==> src/rtl/sbd_pkg.sv <==
// ----------------------------------------------------------------------------
// sbd_pkg
// Shared widths, reset values, register codes, the configuration struct and
// the sequencer states of the stereo box-filter downsampler.
// ----------------------------------------------------------------------------
package sbd_pkg;

  localparam int unsigned DEF_FRAC_BITS = 16;

  localparam int unsigned IN_W    = 16;
  localparam int unsigned S_W     = IN_W + 1;
  localparam int unsigned OUT_W   = 16;
  localparam int unsigned RATIO_W = 24;
  localparam int unsigned INV_W   = 25;
  localparam int unsigned SUM_W   = 42;
  localparam int unsigned LO_W    = 21;
  localparam int unsigned HI_W    = SUM_W - LO_W;
  localparam int unsigned MA_W    = LO_W + 1;

  localparam int unsigned ADDR_W  = 3;
  localparam int unsigned DATA_W  = 32;

  localparam logic [RATIO_W-1:0] RATIO_RST = 24'd180634;
  localparam logic [INV_W-1:0]   INV_RST   = 25'd6087064;

  localparam logic REG_RATIO = 1'b0;
  localparam logic REG_INV   = 1'b1;

  localparam int unsigned NEG_LIMIT = 32768;
  localparam int unsigned POS_LIMIT = 32767;

  typedef struct packed {
    logic [RATIO_W-1:0] ratio_q16;
    logic [INV_W-1:0]   inv_ratio_q24;
  } cfg_t;

  typedef enum logic [2:0] {
    S_IDLE,
    S_MW1,
    S_ACC,
    S_ABS,
    S_MLO,
    S_MHI,
    S_MW2,
    S_FIN
  } state_t;

endpackage

==> src/rtl/sbd_ifs.sv <==
// ----------------------------------------------------------------------------
// sbd_ifs
// Valid/ready channels of the downsampler: stereo frames in, mono samples out.
// ----------------------------------------------------------------------------
interface sbd_frame_if;
  logic                             valid;
  logic                             ready;
  logic signed [sbd_pkg::IN_W-1:0]  left;
  logic signed [sbd_pkg::IN_W-1:0]  right;

  modport source (output valid, output left, output right, input ready);
  modport sink (input valid, input left, input right, output ready);
endinterface

interface sbd_sample_if;
  logic                              valid;
  logic                              ready;
  logic signed [sbd_pkg::OUT_W-1:0]  sample;

  modport source (output valid, output sample, input ready);
  modport sink (input valid, input sample, output ready);
endinterface

==> src/rtl/sbd_regs.sv <==
// ----------------------------------------------------------------------------
// sbd_regs
// APB-style register file holding the window ratio and its reciprocal.
// ----------------------------------------------------------------------------
module sbd_regs (
  input  logic                        clk,
  input  logic                        rst,
  input  logic                        psel,
  input  logic                        penable,
  input  logic                        pwrite,
  input  logic [sbd_pkg::ADDR_W-1:0]  paddr,
  input  logic [sbd_pkg::DATA_W-1:0]  pwdata,
  output logic [sbd_pkg::DATA_W-1:0]  prdata,
  output logic                        pready,
  output sbd_pkg::cfg_t               cfg
);
  import sbd_pkg::*;

  logic idx;

  assign idx    = paddr[2];
  assign pready = 1'b1;

  always_ff @(posedge clk) begin
    if (rst) begin
      cfg.ratio_q16     <= RATIO_RST;
      cfg.inv_ratio_q24 <= INV_RST;
    end else if (psel && penable && pwrite) begin
      case (idx)
        REG_RATIO: cfg.ratio_q16     <= pwdata[RATIO_W-1:0];
        REG_INV:   cfg.inv_ratio_q24 <= pwdata[INV_W-1:0];
        default: ;
      endcase
    end
  end

  always_comb begin
    case (idx)
      REG_RATIO: prdata = DATA_W'(cfg.ratio_q16);
      REG_INV:   prdata = DATA_W'(cfg.inv_ratio_q24);
      default:   prdata = '0;
    endcase
  end

endmodule

==> src/rtl/sbd_mul.sv <==
// ----------------------------------------------------------------------------
// sbd_mul
// Shared registered multiplier: signed operand times unsigned operand.
// ----------------------------------------------------------------------------
module sbd_mul #(
  parameter int unsigned A_W = sbd_pkg::MA_W,
  parameter int unsigned B_W = sbd_pkg::INV_W,
  parameter int unsigned P_W = A_W + B_W + 1
) (
  input  logic                  clk,
  input  logic signed [A_W-1:0] a,
  input  logic        [B_W-1:0] b,
  output logic signed [P_W-1:0] p
);

  always_ff @(posedge clk) begin
    p <= a * $signed({1'b0, b});
  end

endmodule

==> src/rtl/sbd_core.sv <==
// ----------------------------------------------------------------------------
// sbd_core
// Sequencer and datapath: weights each frame into the current window, and on
// a full window scales the sum by the reciprocal, rounds and saturates.
// ----------------------------------------------------------------------------
module sbd_core #(
  parameter int unsigned FRAC_BITS = sbd_pkg::DEF_FRAC_BITS,
  parameter int unsigned B_W       = sbd_pkg::INV_W,
  parameter int unsigned P_W       = sbd_pkg::MA_W + sbd_pkg::INV_W + 1
) (
  input  logic                        clk,
  input  logic                        rst,
  input  sbd_pkg::cfg_t               cfg,
  sbd_frame_if.sink                   frames,
  sbd_sample_if.source                samples,
  output logic signed [sbd_pkg::MA_W-1:0] mul_a,
  output logic [B_W-1:0]              mul_b,
  input  logic signed [P_W-1:0]       mul_p
);
  import sbd_pkg::*;

  localparam int unsigned WW    = FRAC_BITS + 1;
  localparam int unsigned FW    = (FRAC_BITS + 1 > RATIO_W) ? FRAC_BITS + 1 : RATIO_W;
  localparam int unsigned FW1   = FW + 1;
  localparam int unsigned SH    = FRAC_BITS + 25;
  localparam int unsigned TOT_W = SUM_W + INV_W + 1;
  localparam int unsigned Q_W   = TOT_W - SH;
  localparam logic [FW-1:0]    ONE  = FW'(1) << FRAC_BITS;
  localparam logic [TOT_W-1:0] HALF = TOT_W'(1) << (SH - 1);

  state_t state, state_next;

  logic signed [S_W-1:0]   s;
  logic [WW-1:0]           w1;
  logic [WW-1:0]           w2;
  logic [FW-1:0]           ratio_r;
  logic [FW-1:0]           fill;
  logic signed [SUM_W-1:0] sum;
  logic                    close;
  logic                    neg;
  logic [SUM_W-1:0]        mag;
  logic signed [P_W-1:0]   plo;
  logic [Q_W-1:0]          q;
  logic                    out_valid;
  logic signed [OUT_W-1:0] out_sample;

  logic [FW-1:0]           ratio_eff;
  logic [FW-1:0]           space;
  logic [WW-1:0]           w1_c;
  logic [FW1-1:0]          fill_sum;
  logic signed [SUM_W-1:0] sum_acc;
  logic [TOT_W-1:0]        tot;
  logic signed [OUT_W-1:0] sat;
  logic                    accept;
  logic                    out_free;
  logic                    load;
  logic                    in_ready;

  assign accept   = frames.valid && in_ready;
  assign out_free = !out_valid || samples.ready;

  assign frames.ready   = in_ready;
  assign samples.valid  = out_valid;
  assign samples.sample = out_sample;

  always_comb begin
    ratio_eff = (FW'(cfg.ratio_q16) < ONE) ? ONE : FW'(cfg.ratio_q16);
    space     = (ratio_eff > fill) ? ratio_eff - fill : '0;
    w1_c      = (space < ONE) ? WW'(space) : WW'(ONE);
    fill_sum  = {1'b0, fill} + FW1'(w1);
    sum_acc   = sum + SUM_W'(mul_p);
    tot       = (TOT_W'($unsigned(mul_p)) << LO_W) + TOT_W'($unsigned(plo)) + HALF;
    if (neg) begin
      sat = (q > Q_W'(NEG_LIMIT)) ? OUT_W'(NEG_LIMIT) : OUT_W'(Q_W'(0) - q);
    end else begin
      sat = (q > Q_W'(POS_LIMIT)) ? OUT_W'(POS_LIMIT) : OUT_W'(q);
    end
  end

  always_comb begin
    state_next = state;
    case (state)
      S_IDLE: if (accept) state_next = S_MW1;
      S_MW1:  state_next = S_ACC;
      S_ACC:  state_next = close ? S_ABS : S_IDLE;
      S_ABS:  state_next = S_MLO;
      S_MLO:  state_next = S_MHI;
      S_MHI:  state_next = S_MW2;
      S_MW2:  state_next = S_FIN;
      S_FIN:  if (out_free) state_next = S_IDLE;
      default: state_next = S_IDLE;
    endcase
  end

  always_comb begin
    in_ready = 1'b0;
    load     = 1'b0;
    mul_a    = MA_W'(s);
    mul_b    = B_W'(w1);
    case (state)
      S_IDLE: in_ready = 1'b1;
      S_MLO: begin
        mul_a = $signed({1'b0, mag[LO_W-1:0]});
        mul_b = B_W'(cfg.inv_ratio_q24);
      end
      S_MHI: begin
        mul_a = $signed({1'b0, mag[SUM_W-1:LO_W]});
        mul_b = B_W'(cfg.inv_ratio_q24);
      end
      S_MW2: mul_b = B_W'(w2);
      S_FIN: begin
        mul_b = B_W'(w2);
        load  = out_free;
      end
      default: ;
    endcase
  end

  always_ff @(posedge clk) begin
    if (rst) begin
      state     <= S_IDLE;
      fill      <= '0;
      sum       <= '0;
      out_valid <= 1'b0;
    end else begin
      state <= state_next;
      if (load) begin
        out_valid <= 1'b1;
      end else if (samples.ready) begin
        out_valid <= 1'b0;
      end
      case (state)
        S_ACC: begin
          sum <= sum_acc;
          if (!close) begin
            fill <= FW'(fill_sum);
          end
        end
        S_FIN: begin
          if (out_free) begin
            sum  <= SUM_W'(mul_p);
            fill <= FW'(w2);
          end
        end
        default: ;
      endcase
    end
  end

  always_ff @(posedge clk) begin
    if (accept) begin
      s       <= S_W'(frames.left) + S_W'(frames.right);
      w1      <= w1_c;
      w2      <= WW'(ONE) - w1_c;
      ratio_r <= ratio_eff;
    end
    if (state == S_MW1) begin
      close <= (fill_sum >= {1'b0, ratio_r});
    end
    if (state == S_ABS) begin
      neg <= sum[SUM_W-1];
      mag <= sum[SUM_W-1] ? $unsigned(-sum) : $unsigned(sum);
    end
    if (state == S_MHI) begin
      plo <= mul_p;
    end
    if (state == S_MW2) begin
      q <= Q_W'(tot >> SH);
    end
    if (load) begin
      out_sample <= sat;
    end
  end

`ifndef SYNTH
  // A window that stays open never reaches its length.
  a_open_fill: assert property (@(posedge clk) disable iff (rst)
    (state == S_ACC && !close) |=> (fill < ratio_r))
    else $error("open window fill reached the ratio");

  // A new window starts with at most one frame of time.
  a_new_fill: assert property (@(posedge clk) disable iff (rst)
    (state == S_FIN && out_free) |=> (fill <= ONE))
    else $error("new window fill exceeds one frame");

  // A closing item waits while the output register is still full.
  a_fin_hold: assert property (@(posedge clk) disable iff (rst)
    (state == S_FIN && out_valid && !samples.ready) |=> (state == S_FIN))
    else $error("closing item left while output was full");

  // A result only appears from the final step of a closing item.
  a_out_src: assert property (@(posedge clk) disable iff (rst)
    $rose(out_valid) |-> ($past(state) == S_FIN))
    else $error("output loaded outside the final step");
`endif

endmodule

==> src/rtl/stereo_box_downsampler_top.sv <==
// ----------------------------------------------------------------------------
// stereo_box_downsampler_top
// Area-average downsampler: stereo frames in, saturated mono window means out.
//
//   Channel   Direction  Handshake        Payload
//   frames    in         valid / ready    left[15:0], right[15:0], signed
//   samples   out        valid / ready    sample[15:0], signed
//   APB       in         psel / penable   ratio_q16 at 0x0, inv_ratio_q24 at 0x4
//
// An item passes IDLE, MW1 and ACC when it leaves its window open, and also
// ABS, MLO, MHI, MW2 and FIN when it closes one; the single shared multiplier
// does the weighting and both halves of the output scaling, one product per cycle.
// Reset is synchronous and clears the window and restores register defaults.
// frames.ready is high only between items; a finished sample waits in the
// output register, and a closing item holds in its last step while it is full.
// ----------------------------------------------------------------------------
module stereo_box_downsampler_top #(
  parameter int unsigned FRAC_BITS = sbd_pkg::DEF_FRAC_BITS
) (
  input  logic                        clk,
  input  logic                        rst,
  input  logic                        psel,
  input  logic                        penable,
  input  logic                        pwrite,
  input  logic [sbd_pkg::ADDR_W-1:0]  paddr,
  input  logic [sbd_pkg::DATA_W-1:0]  pwdata,
  output logic [sbd_pkg::DATA_W-1:0]  prdata,
  output logic                        pready,
  sbd_frame_if.sink                   frames,
  sbd_sample_if.source                samples
);
  import sbd_pkg::*;

  localparam int unsigned B_W = (FRAC_BITS + 1 > INV_W) ? FRAC_BITS + 1 : INV_W;
  localparam int unsigned P_W = MA_W + B_W + 1;

  cfg_t                  cfg;
  logic signed [MA_W-1:0] mul_a;
  logic [B_W-1:0]        mul_b;
  logic signed [P_W-1:0] mul_p;

  sbd_regs u_regs (
    .clk     (clk),
    .rst     (rst),
    .psel    (psel),
    .penable (penable),
    .pwrite  (pwrite),
    .paddr   (paddr),
    .pwdata  (pwdata),
    .prdata  (prdata),
    .pready  (pready),
    .cfg     (cfg)
  );

  sbd_mul #(
    .A_W (MA_W),
    .B_W (B_W),
    .P_W (P_W)
  ) u_mul (
    .clk (clk),
    .a   (mul_a),
    .b   (mul_b),
    .p   (mul_p)
  );

  sbd_core #(
    .FRAC_BITS (FRAC_BITS),
    .B_W       (B_W),
    .P_W       (P_W)
  ) u_core (
    .clk     (clk),
    .rst     (rst),
    .cfg     (cfg),
    .frames  (frames),
    .samples (samples),
    .mul_a   (mul_a),
    .mul_b   (mul_b),
    .mul_p   (mul_p)
  );

endmodule
==> src/flat_wrapper.sv <==
// flat-port wrapper written by rule: the top's interface ports become plain ports
module stereo_box_downsampler_top_flat import sbd_pkg::*;
#(
  parameter int unsigned FRAC_BITS = sbd_pkg::DEF_FRAC_BITS
)
  (clk, rst, psel, penable, pwrite, paddr, pwdata, prdata, pready, frames_valid, frames_left, frames_right, frames_ready, samples_valid, samples_sample, samples_ready);
  sbd_frame_if frames_i ();
  sbd_sample_if samples_i ();
  input  logic clk;
  input  logic rst;
  input  logic psel;
  input  logic penable;
  input  logic pwrite;
  input  logic [sbd_pkg::ADDR_W-1:0] paddr;
  input  logic [sbd_pkg::DATA_W-1:0] pwdata;
  output logic [sbd_pkg::DATA_W-1:0] prdata;
  output logic pready;
  input wire logic [$bits(frames_i.valid)-1:0] frames_valid;
  input wire logic [$bits(frames_i.left)-1:0] frames_left;
  input wire logic [$bits(frames_i.right)-1:0] frames_right;
  output wire logic [$bits(frames_i.ready)-1:0] frames_ready;
  output wire logic [$bits(samples_i.valid)-1:0] samples_valid;
  output wire logic [$bits(samples_i.sample)-1:0] samples_sample;
  input wire logic [$bits(samples_i.ready)-1:0] samples_ready;
  assign frames_i.valid = frames_valid;
  assign frames_i.left = frames_left;
  assign frames_i.right = frames_right;
  assign frames_ready = frames_i.ready;
  assign samples_valid = samples_i.valid;
  assign samples_sample = samples_i.sample;
  assign samples_i.ready = samples_ready;
  stereo_box_downsampler_top #(.FRAC_BITS(FRAC_BITS)) u_core (.clk(clk), .rst(rst), .psel(psel), .penable(penable), .pwrite(pwrite), .paddr(paddr), .pwdata(pwdata), .prdata(prdata), .pready(pready), .frames(frames_i), .samples(samples_i));
endmodule
==> config.mk <==
export PLATFORM = sky130hd
export DESIGN_NAME = stereo_box_downsampler_top_flat
export DESIGN_NICKNAME = d
export VERILOG_FILES = /design/src/rtl/sbd_pkg.sv /design/src/rtl/sbd_ifs.sv /design/src/rtl/sbd_regs.sv /design/src/rtl/sbd_mul.sv /design/src/rtl/sbd_core.sv /design/src/rtl/stereo_box_downsampler_top.sv /design/src/flat_wrapper.sv
export SDC_FILE = /design/constraint.sdc
export NUM_CORES = 2
export LEC_CHECK = 0
export BUFFER_PORTS_ARGS = -buffer_cell sky130_fd_sc_hd__buf_2
export CORE_MARGIN = 1
export CORE_UTILIZATION = 25
export DETAILED_ROUTE_END_ITERATION = 8
export GPL_TIMING_DRIVEN = 1
export SLEW_MARGIN = 10
export SYNTH_ARGS = -nofsm -noshare
export SYNTH_HDL_FRONTEND = slang
export SYNTH_SLANG_ARGS = --single-unit
==> constraint.sdc <==
create_clock -name clk -period 16.8 [get_ports clk]
set_clock_uncertainty 0.1 [all_clocks]
set_input_delay 0.84 -clock clk [delete_from_list [all_inputs] [get_ports clk]]
set_output_delay 0.84 -clock clk [all_outputs]
set_load 0.02 [all_outputs]
==> run metrics <==
status=complete, no violations; CTS tree=built; final setup fails=0; setup TNS=0 ns; CP startpoint kind=flop; number of gates resized after CTS=0; Global Route Usage Sum=14.9%; GPL Wtd Cong=slightly above 0.9; most frequent CP cell=fa_1; Worst R2R Setup Slack=slightly above 7 ns; drt via density=just under 5; port bufs=between 100 and 150; largest net degree at the start of global routing=between 70 and 80; Ys Warns=0; mux share of post-synthesis cell area=1.82%; Syn Inst Count=~4500; leading area contributor after synthesis=fa_1; Max-cap violations=0; Site Rows=between 100 and 150; CP peak stage delay=slightly below 0.6 ns; top post-synthesis cells by area=fa_1 23%, edfxtp_1 14%, ha_1 12%; latest clock arrival within the worst-skew pair=just under 0.6 ns; Clock Tree Root=clkbuf_16; most frequent cells in the layout=656 x nand2_1, 640 x inv_1, 462 x fa_1, 378 x nor2_1, 369 x ha_1; first-pass GRT wire length=between 150000 and 200000 um; Worst setup EP type=flop; Tightest Hold Check Type=reg -> reg; initial antenna violation count=4; commonest non-fill, non-tap cell in the layout=nand2_1; I/O pin count=125; Setup CP Type=reg -> reg; RSZ-0062 raised after global routing=no; CP Max Fanout=between 60 and 70; via count=about 32000; post-synthesis area per instance=8.81 um^2; drt total wl=roughly 120000 um; TritonRoute pass-1 iters=6; reg2reg end=u_core.u_mul.p[46]$_DFF_P_; Syn Std Cell Area=around 39000 um^2; DP HPWL=around 96000 um; Final Cycle Share=58.0%; required time worst endpoint=17.13 ns; Detail Route Antenna Nets=0; Peak Freq=103 MHz; post-CTS setup buffer count=0; nets=around 5400; FILL cells=16700; Slowest-stage cell, CP=o21ai_1; area of the core=approximately 160000 um^2; total CTS buffers=38; die height=399 um; Final Hold Viols=0; Worst Hold Depth=2; clock buffer depth=3; layout cells sized above 1=6.66%; flops & latches, synth=around 360; EDFF count, synth=188; r2r startpoint=u_core.u_core.state[2]$_SDFFE_PP0P_; post-synthesis xor/xnor area fraction=approximately 4.3%; Yosys cell types=70; die area=about 160000 um^2; Slew HR=roughly 16%; largest family of logic cells by synthesized area=adder cells; H-tree Lvls=2; fin. max-slew vios=0; Synth Area in Simple Gates=between 10% and 20%; compound-gate portion of the synthesized area=~12%; Residual DRC=0; pre-CTS setup slack=7.15 ns; Post-synth top flop=edfxtp_1; Final Critical Period=just under 10 ns; worst min-delay path endpoint=u_core.u_regs.cfg[34]$_SDFFE_PP0P_; Synth top area share=approximately a quarter; die width=about 400 um; worst path arrival time=~10 ns; # clock sinks=355; Initial Utilization=approximately a quarter; Async SR Flop Fraction=0%; area grow syn2layout=10.5%; sequential fraction of the synthesis area=22.8%; Post-Synth Adder-Cell Area=35.1%; Clock transition at path regs=about 0.060 ns; number of global-route vias before repair=approximately 31000; Worst Hold Launch=u_core.u_regs.cfg[34]$_SDFFE_PP0P_; Worst Setup Slack, final=approximately 7.0 ns; initial drt markers=2483; grt ovf=0; Worst Tran Pin Value=about 1.3 ns; Reg2Reg Depth=28; Routed WL per cell=roughly 18 um; cts hold-fix bufs=0
==> area by class of cell <==
type                       count  area, um^2  share of cell area [%]
multi-input combinational   3280       27300                    62.7
sequential                   355        8990                    20.6
tap                         2058        2570                    5.91
inverter                     641        2410                    5.52
clock buffer                  53        1200                    2.76
timing repair buffer         158         921                    2.11
clock inverter                17         156                   0.359
antenna                        1        2.50                 0.00574
==> metal layers <==
layer  share of wire (%)  routed length, um  track usage (%)  vias up
met2                  44              53200             23.5     1263
met5               0.022                 27                0        -
met4                 2.8               3430             3.86        4
li1                    -                  -                -    14700
met1                  45              54300             20.8    15500
met3                 8.3               9980             2.97      183
==> sequential cells by signal, summed over array words and instances (netlist names), 17 cells and up <==
name	flops
u_core.u_regs.cfg	49
u_core.u_mul.p	48
u_core.u_core.mag	42
u_core.u_core.sum	42
u_core.u_core.plo	27
u_core.u_core.q	27
u_core.u_core.fill	24
u_core.u_core.ratio_r	24
u_core.u_core.s	17
u_core.u_core.w1	17
==> worst max-delay path: cells and delay by family, from the launching register on <==
family	cells	cell delay, ns
adders and majority gates	8	4.05
and+or+nand+nor	9	2.01
AOI/OAI and AO/OA	4	1.53
buffers and inverters	6	1.40
DFF	1	0.31
xor gates and xnor gates	1	0.14
==> stage by stage <==
stage	hold slack, ns	utilization, %	instance area (um^2)	std cells
finish	0.370	27.9	43600	6563
global route	0.397	27.9	43600	6562
CTS	0.369	27.9	43600	6562
detailed placement	0.361	27.0	42200	6492
global placement	0.353	27.0	42200	6492
floorplan	0.286	-	39500	4483
==> cells in the mapped netlist (15+ instances only) <==
| library cell | instances |
|---|---|
| nand2_1 | 656 |
| nand3_1 | 81 |
| ha_1 | 369 |
| a211oi_1 | 20 |
| o311ai_0 | 15 |
| a311oi_1 | 22 |
| or3_1 | 35 |
| nor3_1 | 54 |
| a31oi_1 | 26 |
| o211ai_1 | 19 |
| and2_1 | 49 |
| o31ai_1 | 21 |
| o21a_1 | 41 |
| a21oi_1 | 252 |
| mux2_2 | 29 |
| nand4_1 | 27 |
| xnor2_1 | 152 |
| xor2_1 | 41 |
| o21ai_0 | 159 |
| clkbuf_1 | 189 |
| nor2_1 | 380 |
| mux2i_1 | 39 |
| o21bai_1 | 18 |
| dfxtp_1 | 167 |
| edfxtp_1 | 188 |
| and3_1 | 26 |
| a21o_1 | 72 |
| nand2b_1 | 26 |
| fa_1 | 462 |
| nor2b_1 | 27 |
| inv_1 | 640 |
==> worst max path at each step <==
stage | slack (ns) | endpoint | cells after the start | startpoint
floorplan | 8.35 | u_core.u_mul.p[45]$_DFF_P_ | 28 | u_core.u_core.state[0]$_SDFFE_PP0P_
global placement | 7.18 | u_core.u_mul.p[46]$_DFF_P_ | 26 | u_core.u_core.state[0]$_SDFFE_PP0P_
detailed placement | 7.15 | u_core.u_mul.p[46]$_DFF_P_ | 26 | u_core.u_core.state[0]$_SDFFE_PP0P_
CTS | 7.08 | u_core.u_mul.p[46]$_DFF_P_ | 26 | u_core.u_core.state[0]$_SDFFE_PP0P_
global route | 6.54 | u_core.u_mul.p[46]$_DFF_P_ | 26 | u_core.u_core.state[0]$_SDFFE_PP0P_
finish | 7.05 | u_core.u_mul.p[46]$_DFF_P_ | 28 | u_core.u_core.state[2]$_SDFFE_PP0P_
==> kinds of logic after synthesis <==
family	after synthesis
DFF	355
other	2
buffers and inverters	848
adders and majority gates	831
xor gates and xnor gates	193
AOI/OAI and AO/OA	761
muxes	68
and+or+nand+nor	1419
Power is not shown: default switching activity piles up to over one toggle a cycle in this logic, so the estimate is an artifact.
